File: config.mk
export PLATFORM = sky130hd
export DESIGN_NAME = gzip_header_parser_unit
export DESIGN_NICKNAME = d
export VERILOG_FILES = /design/src/gzhp_pkg.sv /design/src/gzip_header_parser_unit.sv
export SDC_FILE = /design/constraint.sdc
export NUM_CORES = 1
export LEC_CHECK = 0
export BUFFER_PORTS_ARGS = -buffer_cell sky130_fd_sc_hd__buf_2
export CAP_MARGIN = 20
export CORE_UTILIZATION = 35
export CTS_CLUSTER_DIAMETER = 60
export DETAILED_ROUTE_END_ITERATION = 8
export SLEW_MARGIN = 20
export SYNTH_ARGS = -nofsm -noshare
export SYNTH_HDL_FRONTEND = slang
export SYNTH_SLANG_ARGS = --single-unit
File: constraint.sdc
create_clock -name clk -period 3.3 [get_ports clk]
set_input_delay 0.165 -clock clk [delete_from_list [all_inputs] [get_ports clk]]
set_output_delay 0.165 -clock clk [all_outputs]
set_load 0.005 [all_outputs]
File: src/gzhp_pkg.sv
`timescale 1ns / 1ps
// ----------------------------------------------------------------------------
// gzhp_pkg: shared types and constants of the gzip header parser
// Parse phases, result codes and the fixed byte values of a gzip member header.
// ----------------------------------------------------------------------------
package gzhp_pkg;

	// Fixed header byte values
	localparam logic [7:0] MAGIC_ID1      = 8'h1F;
	localparam logic [7:0] MAGIC_ID2      = 8'h8B;
	localparam logic [7:0] METHOD_DEFLATE = 8'h08;
	localparam logic [7:0] FLG_RSVD_MASK  = 8'hE0;

	// Flag bit positions within the flag byte
	localparam int FLG_HCRC    = 1;
	localparam int FLG_EXTRA   = 2;
	localparam int FLG_NAME    = 3;
	localparam int FLG_COMMENT = 4;

	localparam int FLAG_W = 5;
	localparam int SKIP_W = 16;

	// Time, extra flags and OS bytes skipped after the flag byte
	localparam logic [SKIP_W-1:0] FIXED_SKIP = 16'd6;
	localparam logic [SKIP_W-1:0] HCRC_LEN   = 16'd2;

	// Parse phase, one-hot
	typedef enum logic [13:0] {
		PH_MAGIC0  = 14'b00000000000001,
		PH_MAGIC1  = 14'b00000000000010,
		PH_METHOD  = 14'b00000000000100,
		PH_FLAGS   = 14'b00000000001000,
		PH_SKIP6   = 14'b00000000010000,
		PH_XLEN0   = 14'b00000000100000,
		PH_XLEN1   = 14'b00000001000000,
		PH_XDATA   = 14'b00000010000000,
		PH_NAME    = 14'b00000100000000,
		PH_COMMENT = 14'b00001000000000,
		PH_HCRC    = 14'b00010000000000,
		PH_DEFLATE = 14'b00100000000000,
		PH_RAW     = 14'b01000000000000,
		PH_DONE    = 14'b10000000000000
	} phase_t;

	// Optional section at which a section search starts, in header order
	typedef enum logic [1:0] {
		SEC_EXTRA   = 2'd0,
		SEC_NAME    = 2'd1,
		SEC_COMMENT = 2'd2,
		SEC_HCRC    = 2'd3
	} section_t;

	typedef enum logic [2:0] {
		ST_PARSING = 3'd0,
		ST_OK      = 3'd1,
		ST_RAW     = 3'd2,
		ST_ERROR   = 3'd3,
		ST_END     = 3'd4
	} status_t;

	typedef enum logic [1:0] {
		CL_HEADER  = 2'd0,
		CL_DEFLATE = 2'd1,
		CL_RAW     = 2'd2,
		CL_NONE    = 2'd3
	} class_t;

	// First enabled optional section at or after the given one
	function automatic phase_t first_section(input section_t from,
			input logic [FLAG_W-1:0] flags);
		phase_t ph;
		if (from == SEC_EXTRA && flags[FLG_EXTRA]) begin
			ph = PH_XLEN0;
		end else if (from <= SEC_NAME && flags[FLG_NAME]) begin
			ph = PH_NAME;
		end else if (from <= SEC_COMMENT && flags[FLG_COMMENT]) begin
			ph = PH_COMMENT;
		end else if (flags[FLG_HCRC]) begin
			ph = PH_HCRC;
		end else begin
			ph = PH_DEFLATE;
		end
		return ph;
	endfunction

endpackage

File: src/gzip_header_parser_unit.sv
`timescale 1ns / 1ps
// Each accepted input beat loads its result beat into the result register.
// Throughput: one byte per cycle if not stalled; the per-byte phase update is a
// single registered step; the result register frees itself when its beat is taken.
// Reset: arst_n clears the parser to expect the first magic byte, with flags,
// counter and status zero, and empties the result register.
// ----------------------------------------------------------------------------
// gzip_header_parser_unit: gzip member header parser
// Strips a gzip member header from a byte stream and passes payload bytes on.
// ----------------------------------------------------------------------------
module gzip_header_parser_unit (
	input  logic       clk,
	input  logic       arst_n,
	input  logic       in_valid,
	output logic       in_ready,
	input  logic [7:0] in_byte,
	input  logic       is_end,
	input  logic       restart,
	output logic       out_valid,
	input  logic       out_ready,
	output logic [7:0] out_byte,
	output logic [1:0] byte_class,
	output logic [2:0] status,
	output logic [gzhp_pkg::FLAG_W-1:0] header_flags
);
	import gzhp_pkg::*;

	phase_t              phase_q;
	logic [FLAG_W-1:0]   flags_q;
	logic [SKIP_W-1:0]   skip_q;
	status_t             status_q;

	phase_t              ph_cur, ph_n;
	logic [FLAG_W-1:0]   fl_cur, fl_n;
	logic [SKIP_W-1:0]   sk_cur, sk_n, sk_dec;
	status_t             st_cur, st_n;
	class_t              cls_n;
	logic [7:0]          ob_n;
	logic                enter;
	section_t            enter_from;

	logic                out_valid_q;
	logic [7:0]          out_byte_q;
	class_t              class_q;
	status_t             ostat_q;
	logic [FLAG_W-1:0]   oflags_q;

	logic                accept;

	// Take a new beat whenever the result register is empty or being drained
	assign in_ready = !out_valid_q || out_ready;
	assign accept   = in_valid && in_ready;

	// Apply restart ahead of the beat
	always_comb begin
		if (restart) begin
			ph_cur = PH_MAGIC0;
			fl_cur = '0;
			sk_cur = '0;
			st_cur = ST_PARSING;
		end else begin
			ph_cur = phase_q;
			fl_cur = flags_q;
			sk_cur = skip_q;
			st_cur = status_q;
		end
	end

	assign sk_dec = sk_cur - SKIP_W'(1);

	// Advance the header phase for one beat
	always_comb begin
		ph_n       = ph_cur;
		fl_n       = fl_cur;
		sk_n       = sk_cur;
		st_n       = st_cur;
		cls_n      = CL_HEADER;
		ob_n       = '0;
		enter      = 1'b0;
		enter_from = SEC_EXTRA;
		if (ph_cur == PH_DONE) begin
			cls_n = CL_NONE;
		end else if (is_end) begin
			cls_n = CL_NONE;
			ph_n  = PH_DONE;
			if (ph_cur == PH_MAGIC0 || ph_cur == PH_MAGIC1 ||
					ph_cur == PH_RAW || ph_cur == PH_DEFLATE) begin
				st_n = ST_END;
			end else begin
				st_n = ST_ERROR;
			end
		end else begin
			case (ph_cur)
				PH_MAGIC0: begin
					if (in_byte == MAGIC_ID1) begin
						ph_n = PH_MAGIC1;
					end else begin
						ph_n  = PH_RAW;
						st_n  = ST_RAW;
						cls_n = CL_RAW;
						ob_n  = in_byte;
					end
				end
				PH_MAGIC1: begin
					if (in_byte == MAGIC_ID2) begin
						ph_n = PH_METHOD;
					end else begin
						ph_n  = PH_RAW;
						st_n  = ST_RAW;
						cls_n = CL_RAW;
						ob_n  = in_byte;
					end
				end
				PH_METHOD: begin
					// Hold a bad-method mark in the counter until the flag byte
					sk_n = (in_byte != METHOD_DEFLATE) ? SKIP_W'(1) : '0;
					ph_n = PH_FLAGS;
				end
				PH_FLAGS: begin
					fl_n = in_byte[FLAG_W-1:0];
					if (sk_cur != '0 || (in_byte & FLG_RSVD_MASK) != 8'h00) begin
						st_n = ST_ERROR;
						ph_n = PH_DONE;
					end else begin
						sk_n = FIXED_SKIP;
						ph_n = PH_SKIP6;
					end
				end
				PH_SKIP6: begin
					sk_n       = sk_dec;
					enter      = (sk_dec == '0);
					enter_from = SEC_EXTRA;
				end
				PH_XLEN0: begin
					sk_n = {8'h00, in_byte};
					ph_n = PH_XLEN1;
				end
				PH_XLEN1: begin
					sk_n = {in_byte, sk_cur[7:0]};
					if ({in_byte, sk_cur[7:0]} == '0) begin
						enter      = 1'b1;
						enter_from = SEC_NAME;
					end else begin
						ph_n = PH_XDATA;
					end
				end
				PH_XDATA: begin
					sk_n       = sk_dec;
					enter      = (sk_dec == '0);
					enter_from = SEC_NAME;
				end
				PH_NAME: begin
					enter      = (in_byte == 8'h00);
					enter_from = SEC_COMMENT;
				end
				PH_COMMENT: begin
					enter      = (in_byte == 8'h00);
					enter_from = SEC_HCRC;
				end
				PH_HCRC: begin
					sk_n = sk_dec;
					if (sk_dec == '0) begin
						ph_n = PH_DEFLATE;
						st_n = ST_OK;
					end
				end
				PH_DEFLATE: begin
					cls_n = CL_DEFLATE;
					ob_n  = in_byte;
				end
				PH_RAW: begin
					cls_n = CL_RAW;
					ob_n  = in_byte;
				end
				default: begin
					ph_n  = PH_DONE;
					st_n  = ST_ERROR;
					cls_n = CL_NONE;
				end
			endcase
			// Move on to the next enabled optional section
			if (enter) begin
				ph_n = first_section(enter_from, fl_n);
				if (ph_n == PH_HCRC) begin
					sk_n = HCRC_LEN;
				end
				if (ph_n == PH_DEFLATE) begin
					st_n = ST_OK;
				end
			end
		end
	end

	// Parser state registers
	always_ff @(posedge clk or negedge arst_n) begin
		if (!arst_n) begin
			phase_q  <= PH_MAGIC0;
			flags_q  <= '0;
			skip_q   <= '0;
			status_q <= ST_PARSING;
		end else if (accept) begin
			phase_q  <= ph_n;
			flags_q  <= fl_n;
			skip_q   <= sk_n;
			status_q <= st_n;
		end
	end

	// Result register valid flag
	always_ff @(posedge clk or negedge arst_n) begin
		if (!arst_n) begin
			out_valid_q <= 1'b0;
		end else if (accept) begin
			out_valid_q <= 1'b1;
		end else if (out_ready) begin
			out_valid_q <= 1'b0;
		end
	end

	// Result register payload
	always_ff @(posedge clk) begin
		if (accept) begin
			out_byte_q <= ob_n;
			class_q    <= cls_n;
			ostat_q    <= st_n;
			oflags_q   <= fl_n;
		end
	end

	assign out_valid    = out_valid_q;
	assign out_byte     = out_byte_q;
	assign byte_class   = class_q;
	assign status       = ostat_q;
	assign header_flags = oflags_q;

endmodule

# Yosys cells after proc, flatten, opt, wreduce, memory -nomap -nowiden
# Cells that the tools add are included.
totals:
  reg_bits: 57
  latch_bits: 0
  ram_bits: 0
  romBits: 0
  in_bits: 14
  out_inout_bits: 20
  wordCells: 114
  memories: 0
classes:
  n_addsub: 1
  n_mul: 0
  div_mod_pow: 0
  magnitude_cmp: 2
  eq_ne: 19
  shifts: 0
  mux: 58
  bitwise: 0
  reduce_logical: 25
op_table:
  columns: ["cell", "count"]
  rows:
  - ["$mux 14", 10]
  - ["$pmux 14 s8", 1]
  - ["$mux 16", 6]
  - ["$pmux 16 s5", 1]
  - ["$mux 12", 4]
  - ["$logic_not 16->1", 2]
  - ["$mux 3", 10]
  - ["$mux 5", 6]
  - ["$eq 14x11->1 const B", 2]
  - ["$eq 14x12->1 const B", 2]
  - ["$mux 13", 2]
  - ["$pmux 8 s3", 1]
  - ["$reduce_or 9->1", 2]
  - ["$mux 8", 2]
  - ["$reduce_bool 16->1", 1]
  - ["$sub 16x1->16 const B", 1]
  - ["$pmux 3 s5", 1]
  - ["$eq 14x1->1 const B", 1]
  - ["$eq 14x10->1 const B", 1]
  - ["$eq 14x13->1 const B", 1]
  - ["$eq 14x14->1 const B", 1]
  - ["$eq 14x2->1 const B", 1]
  - ["$eq 14x3->1 const B", 1]
  - ["$eq 14x4->1 const B", 1]
  - ["other kinds (25)", 44]

# Logic depth before layout (Yosys ltp)
logic_depth:
  depth_word: 19
  ltp_mapped: 17

# Worst setup path after synthesis
# Ideal clock, no wire load.
synth_path:
  path_type: "input to register"
  startpoint: "input restart"
  endpoint: "register status_q[2]"
  arrival_time_ns: 3.458
  t_required_ns: 3.175
  setup_slack_ns: -0.283
  path_stages: 15
  path_buffers: 5
  cell_sequence: "clkbuf_1 clkbuf_1 inv_1 clkbuf_1 buf_1 nand2_1 ha_1 clkbuf_1 nor4_1 o2111ai_1 or4_4 or3_1 a32oi_2 o21ai_2 mux2_4"
synth_via:
  elab_chain_cells: 19
synth_rtl:
  columns: ["element", "line", "rtl"]
  rows:
  - ["start, declared", "gzip_header_parser_unit.sv:18", "input logic restart,"]
  - ["$mux 16", "gzip_header_parser_unit.sv:56", "if (restart) begin"]
  - ["$logic_not 16->1", "gzip_header_parser_unit.sv:140", "if ({in_byte, sk_cur[7:0]} == '0) begin"]
  - ["$mux 1", "gzip_header_parser_unit.sv:140", null]
  - ["$pmux 2 s4", "gzip_header_parser_unit.sv:93", "case (ph_cur)"]
  - ["$mux 2", "gzip_header_parser_unit.sv:83", "end else if (is_end) begin"]
  - ["$mux 2", "gzip_header_parser_unit.sv:81", "if (ph_cur == PH_DONE) begin"]
  - ["$le 2x2->1", "gzhp_pkg.sv:76", "end else if (from <= SEC_COMMENT && flags[FLG_COMMENT]) begin"]
  - ["$logic_and 1x1->1", "gzhp_pkg.sv:76", null]
  - ["[... 4 more ...]", null, null]
  - ["$mux 14", "gzip_header_parser_unit.sv:83", null]
  - ["$mux 14", "gzip_header_parser_unit.sv:81", null]
  - ["$eq 14x12->1", "gzip_header_parser_unit.sv:187", "if (ph_n == PH_DEFLATE) begin"]
  - ["$mux 3", "gzip_header_parser_unit.sv:187", null]
  - ["$mux 3", "gzip_header_parser_unit.sv:182", "if (enter) begin"]
  - ["$mux 3", "gzip_header_parser_unit.sv:83", null]
  - ["$mux 3 *", "gzip_header_parser_unit.sv:81", null]
  - ["via st_n[2]", "gzip_header_parser_unit.sv:36", "status_t st_cur, st_n;"]
  - ["end signal, assigned", "gzip_header_parser_unit.sv:205", "status_q <= st_n;"]
  - ["end, declared", "gzip_header_parser_unit.sv:31", "status_t status_q;"]
# Mark *: on every way through the listed nets, which the timed path passes. The rest lies on a longest branch. The select of a mux whose other input is x is not followed.
# A chain may end at the register's enable or synchronous reset.

# Worst setup path in the final report
layout_path:
  startpoint: "register skip_q[6]"
  endpoint: "register status_q[2]"
layout_via:
  elab_chain_cells: 19
layout_rtl:
  columns: ["element", "line", "rtl"]
  rows:
  - ["start, declared", "gzip_header_parser_unit.sv:30", "logic [SKIP_W-1:0] skip_q;"]
  - ["start signal, assigned", "gzip_header_parser_unit.sv:204", "skip_q <= sk_n;"]
  - ["$mux 16 *", "gzip_header_parser_unit.sv:56", null]
  - ["$logic_not 16->1", "gzip_header_parser_unit.sv:140", null]
  - ["$mux 1", "gzip_header_parser_unit.sv:140", null]
  - ["$pmux 2 s4", "gzip_header_parser_unit.sv:93", null]
  - ["$mux 2", "gzip_header_parser_unit.sv:83", null]
  - ["$mux 2", "gzip_header_parser_unit.sv:81", null]
  - ["$le 2x2->1", "gzhp_pkg.sv:76", null]
  - ["$logic_and 1x1->1", "gzhp_pkg.sv:76", null]
  - ["[... 4 more ...]", null, null]
  - ["$mux 14", "gzip_header_parser_unit.sv:83", null]
  - ["$mux 14", "gzip_header_parser_unit.sv:81", null]
  - ["$eq 14x12->1", "gzip_header_parser_unit.sv:187", null]
  - ["$mux 3", "gzip_header_parser_unit.sv:187", null]
  - ["$mux 3 *", "gzip_header_parser_unit.sv:182", null]
  - ["$mux 3 *", "gzip_header_parser_unit.sv:83", null]
  - ["$mux 3 *", "gzip_header_parser_unit.sv:81", null]
  - ["via st_n[2]", "gzip_header_parser_unit.sv:36", null]
# Marks and branches as above.

==> metrics.md <==
| Metric | Value |
|---|---|
| Initial Util | 0.3620 |
| Status | finished, final reports clean |
| TritonRoute pass-1 iters | 5 |
| Final Wtd Congestion | 0.9478 |
| Top-count cell post-synth | nor2_1 |
| Mapped Area | 4151 sq um |
| Setup violators final | 0 |
| Layout Nets | 555 |
| IO Pins | 34 |
| Die Y | 110.9 um |
| Htree depth | 3 |
| CTS tree | done |
| Met2 usage | 0.3520 |
| Syn avg cell area | 8.438 sq um |
| Post-synth top area cell | dfrtp_1 |
| Grt peak-use layer | met2 |
| Die area | 12300 sq um |
| Setup TNS | 0 ps |
| Max-Cap Viols | 0 |
| Power per cell area | 442.1 nW/um^2 |
| Synth Area in Adders | 0.006028 |
| Placed instance area | 4611 sq um |
| CP Launch Type | flop |
| Setup Buffers After CTS | 0 |
| CTS buffer count | 9 |
| Crit path kind | flop to flop |
| Root Buffer | clkbuf_16 |
| Max-slew headroom | 0.5360 |
| Die span in x | 110.9 um |
| Number of flops mapped to enable cells by yosys | 18 |
| VDD IR max | 0.3690 mV |
| Vias per std cell | 6.134 |
| Post-layout min period | 3162 ps |
| Clk_skew | 8.452 ps |
| Gr usage total | 0.2312 |
| CP max FO | 12 |
| Async SR Flop Fraction | 0.6842 |
| Fin. max-slew vios | 0 |
| Initial antenna violation count | 0 |
| Clock transition at the registers of the reported paths | 60 ps |
| Dpl hpwl | 10120 um |
| RSZ-0062 raised after global routing | false |
| Skew-Pair Late Insertion Delay | 340 ps |
| Worst-Margin Slew | 694.5 ps |
| Crit. End Element | flop |
| Post-synth top cells | nor2_1 (54), nand2_1 (50), dfrtp_1 (38) |
| Core area | 11470 sq um |
| Compound-Gate Fraction of Synth Area | 0.2303 |
| Largest net degree at the start of global routing | 40 |
| Row Count | 39 |
| Sequential area share after synthesis | 0.3656 |
| First-pass GRT wire length | 22180 um |
| Worst hold path type | primary input to flop |
| Post-Route WL | 13510 um |
| Top cells by area, synth | dfrtp_1 (23%), edfxtp_1 (13%), nor2_1 (4.9%), nand2_1 (4.5%), a21oi_1 (4.1%) |
| DRT iter0 DRCs | 476 |
| Final Core Density | 0.4304 |
| Hold WS | 39.48 ps |
| Layout cell share with drive strength beyond 1 | 0.2169 |
| Final worst-path cycle share | 0.9583 |
| Post-synthesis simple-gate area fraction | 0.3038 |
| WL per Instance | 19.66 um |
| Syn Nets | 508 |
| Synth top area share | 0.2291 |
| ANT cells | 0 |
| Met3 Use GR | 0.04265 |
| Clock sinks | 57 |
| Leakage | 0.001948 uW |
| Worst EP required | 3520 ps |
| Cells after synthesis | 492 |
| Worst path arrival time | 3380 ps |
| Via count | 4214 |
| Bufs on Longest Clock Path | 2 |
| Yosys warns | 0 |
| Yosys reg bits | 57 |
| Post-DRT Antenna Nets | 0 |
| M1 GR Usage | 0.3130 |
| Mux cell area share after synthesis | 0.03255 |
| Distinct cells, synth | 76 |
| Final Hold Fails | 0 |
| Main synth FF type | dfrtp_1 |
| Synth-to-layout area growth | 18.90% |
| Largest family of logic cells by synthesized area | simple AND/OR/NAND/NOR gates |
| Fmax | 0.3162 GHz |
| GRT overflow | 0 |
| Final Cell Area | 4936 sq um |
| IO buf count | 33 |
| XOR/XNOR share of the synthesized area | 0.01899 |
| Number of global-route vias before repair | 4056 |
| Residual DRC count | 0 |
## worst paths after layout
check	from	end	cells past startpoint	slack [ps]
setup / recovery	skip_q[6]$_DFFE_PN0P_	status_q[2]$_DFFE_PN0P_	8	140
hold / removal	in_valid	out_valid$_DFFE_PN0P_	2	40
setup reg to reg	skip_q[6]$_DFFE_PN0P_	status_q[2]$_DFFE_PN0P_	8	140
hold reg to reg	flags_q[3]$_DFFE_PN0P_	flags_q[3]$_DFFE_PN0P_	1	500
max in group asynchronous	arst_n	flags_q[4]$_DFFE_PN0P_	2	2550
min in group asynchronous	arst_n	out_valid$_DFFE_PN0P_	2	360
## cell usage in the layout (no fill, tap or decap), types with 4 or more instances in the layout
cell       count
a21o_1         8
a21oi_1       34
a22o_1         6
a31oi_1        6
a41oi_1        4
and2_1         8
and3_1         7
buf_2         32
buf_4         36
clkbuf_16      9
dfrtp_1       38
edfxtp_1      18
inv_1          8
mux2_2         8
nand2_1       50
nand2b_1       8
nand3_1       10
nand4_1        9
nor2_1        53
nor2b_1       10
nor3_1        13
nor3b_1        4
nor4_1        13
nor4b_1        4
o211ai_1       6
o21ai_0       20
o21ai_1       11
o22ai_1        4
o2bb2ai_1      7
o31ai_1        7
or2_2          6
or3_1          5
or4_1          6
xnor2_1        6
## report_power, final
part           switching [uW]  internal, uW  leakage [uW]
clock                     354           582      0.000135
combinational             250           160       0.00113
sequential               60.6           776      0.000684
total                     665          1520       0.00195
## per-layer routing
metal,vias up,wire length (um)
met5,-,0
met2,208,6080
li1,1949,-
met1,2015,5906
met3,42,992
met4,0,526
## state kept, by name, summed over array words and instances, names as in the netlist
name / cells
out_valid: 1
skip_q: 16
flags_q: 5
out_byte: 8
phase_q: 14
byte_class: 2
header_flags: 5
status: 3
status_q: 3
## cell families (layout without fill, tap and decap cells)
kind of cell    after synthesis  after routing
mux                          12             12
buf+inv                      41             93
fa+ha+maj                     2              2
xor+xnor                      9              9
flops                        57             57
simple gates                229            229
compound gates              142            142
## critical path, stage by stage, from the launching register on
cell     delay (ps)
dfrtp_1         510
or4_1           570
o31a_1          260
or3_4           350
or4_4           450
or3_1           370
a32oi_2         180
o21ai_2          80
mux2_4          260
## per-stage QoR
| stage | instances | total power (uW) | setup WS (ps) |
|---|---|---|---|
| floorplan | 492 | 1095 | 5.006 |
| global placement | 670 | 1242 | 148.5 |
| detailed placement | 670 | 1248 | 79.44 |
| CTS | 686 | 2188 | 91.03 |
| global route | 687 | 2280 | 6.655 |
| finish | 687 | 2182 | 137.7 |
## area by class of cell
| type | instances | area, sq um |
|---|---|---|
| multi-input cells | 394 | 2474 |
| clock buffers | 9 | 225.2 |
| clock inverters | 7 | 70.07 |
| flip-flops and latches | 57 | 1518 |
| repair buffers | 69 | 440.4 |
| well taps | 143 | 178.9 |
| inverters | 8 | 30.03 |
| fillers | 1118 | 6531 |
## what timing repair did
action                     in CTS  in global routing
setup endpoints to repair       0                 21
hold buffers                    0                  1
gates resized for setup         0                  4
hold endpoints to repair        0                 38
Note: power is estimated with default switching activity, not from simulation.
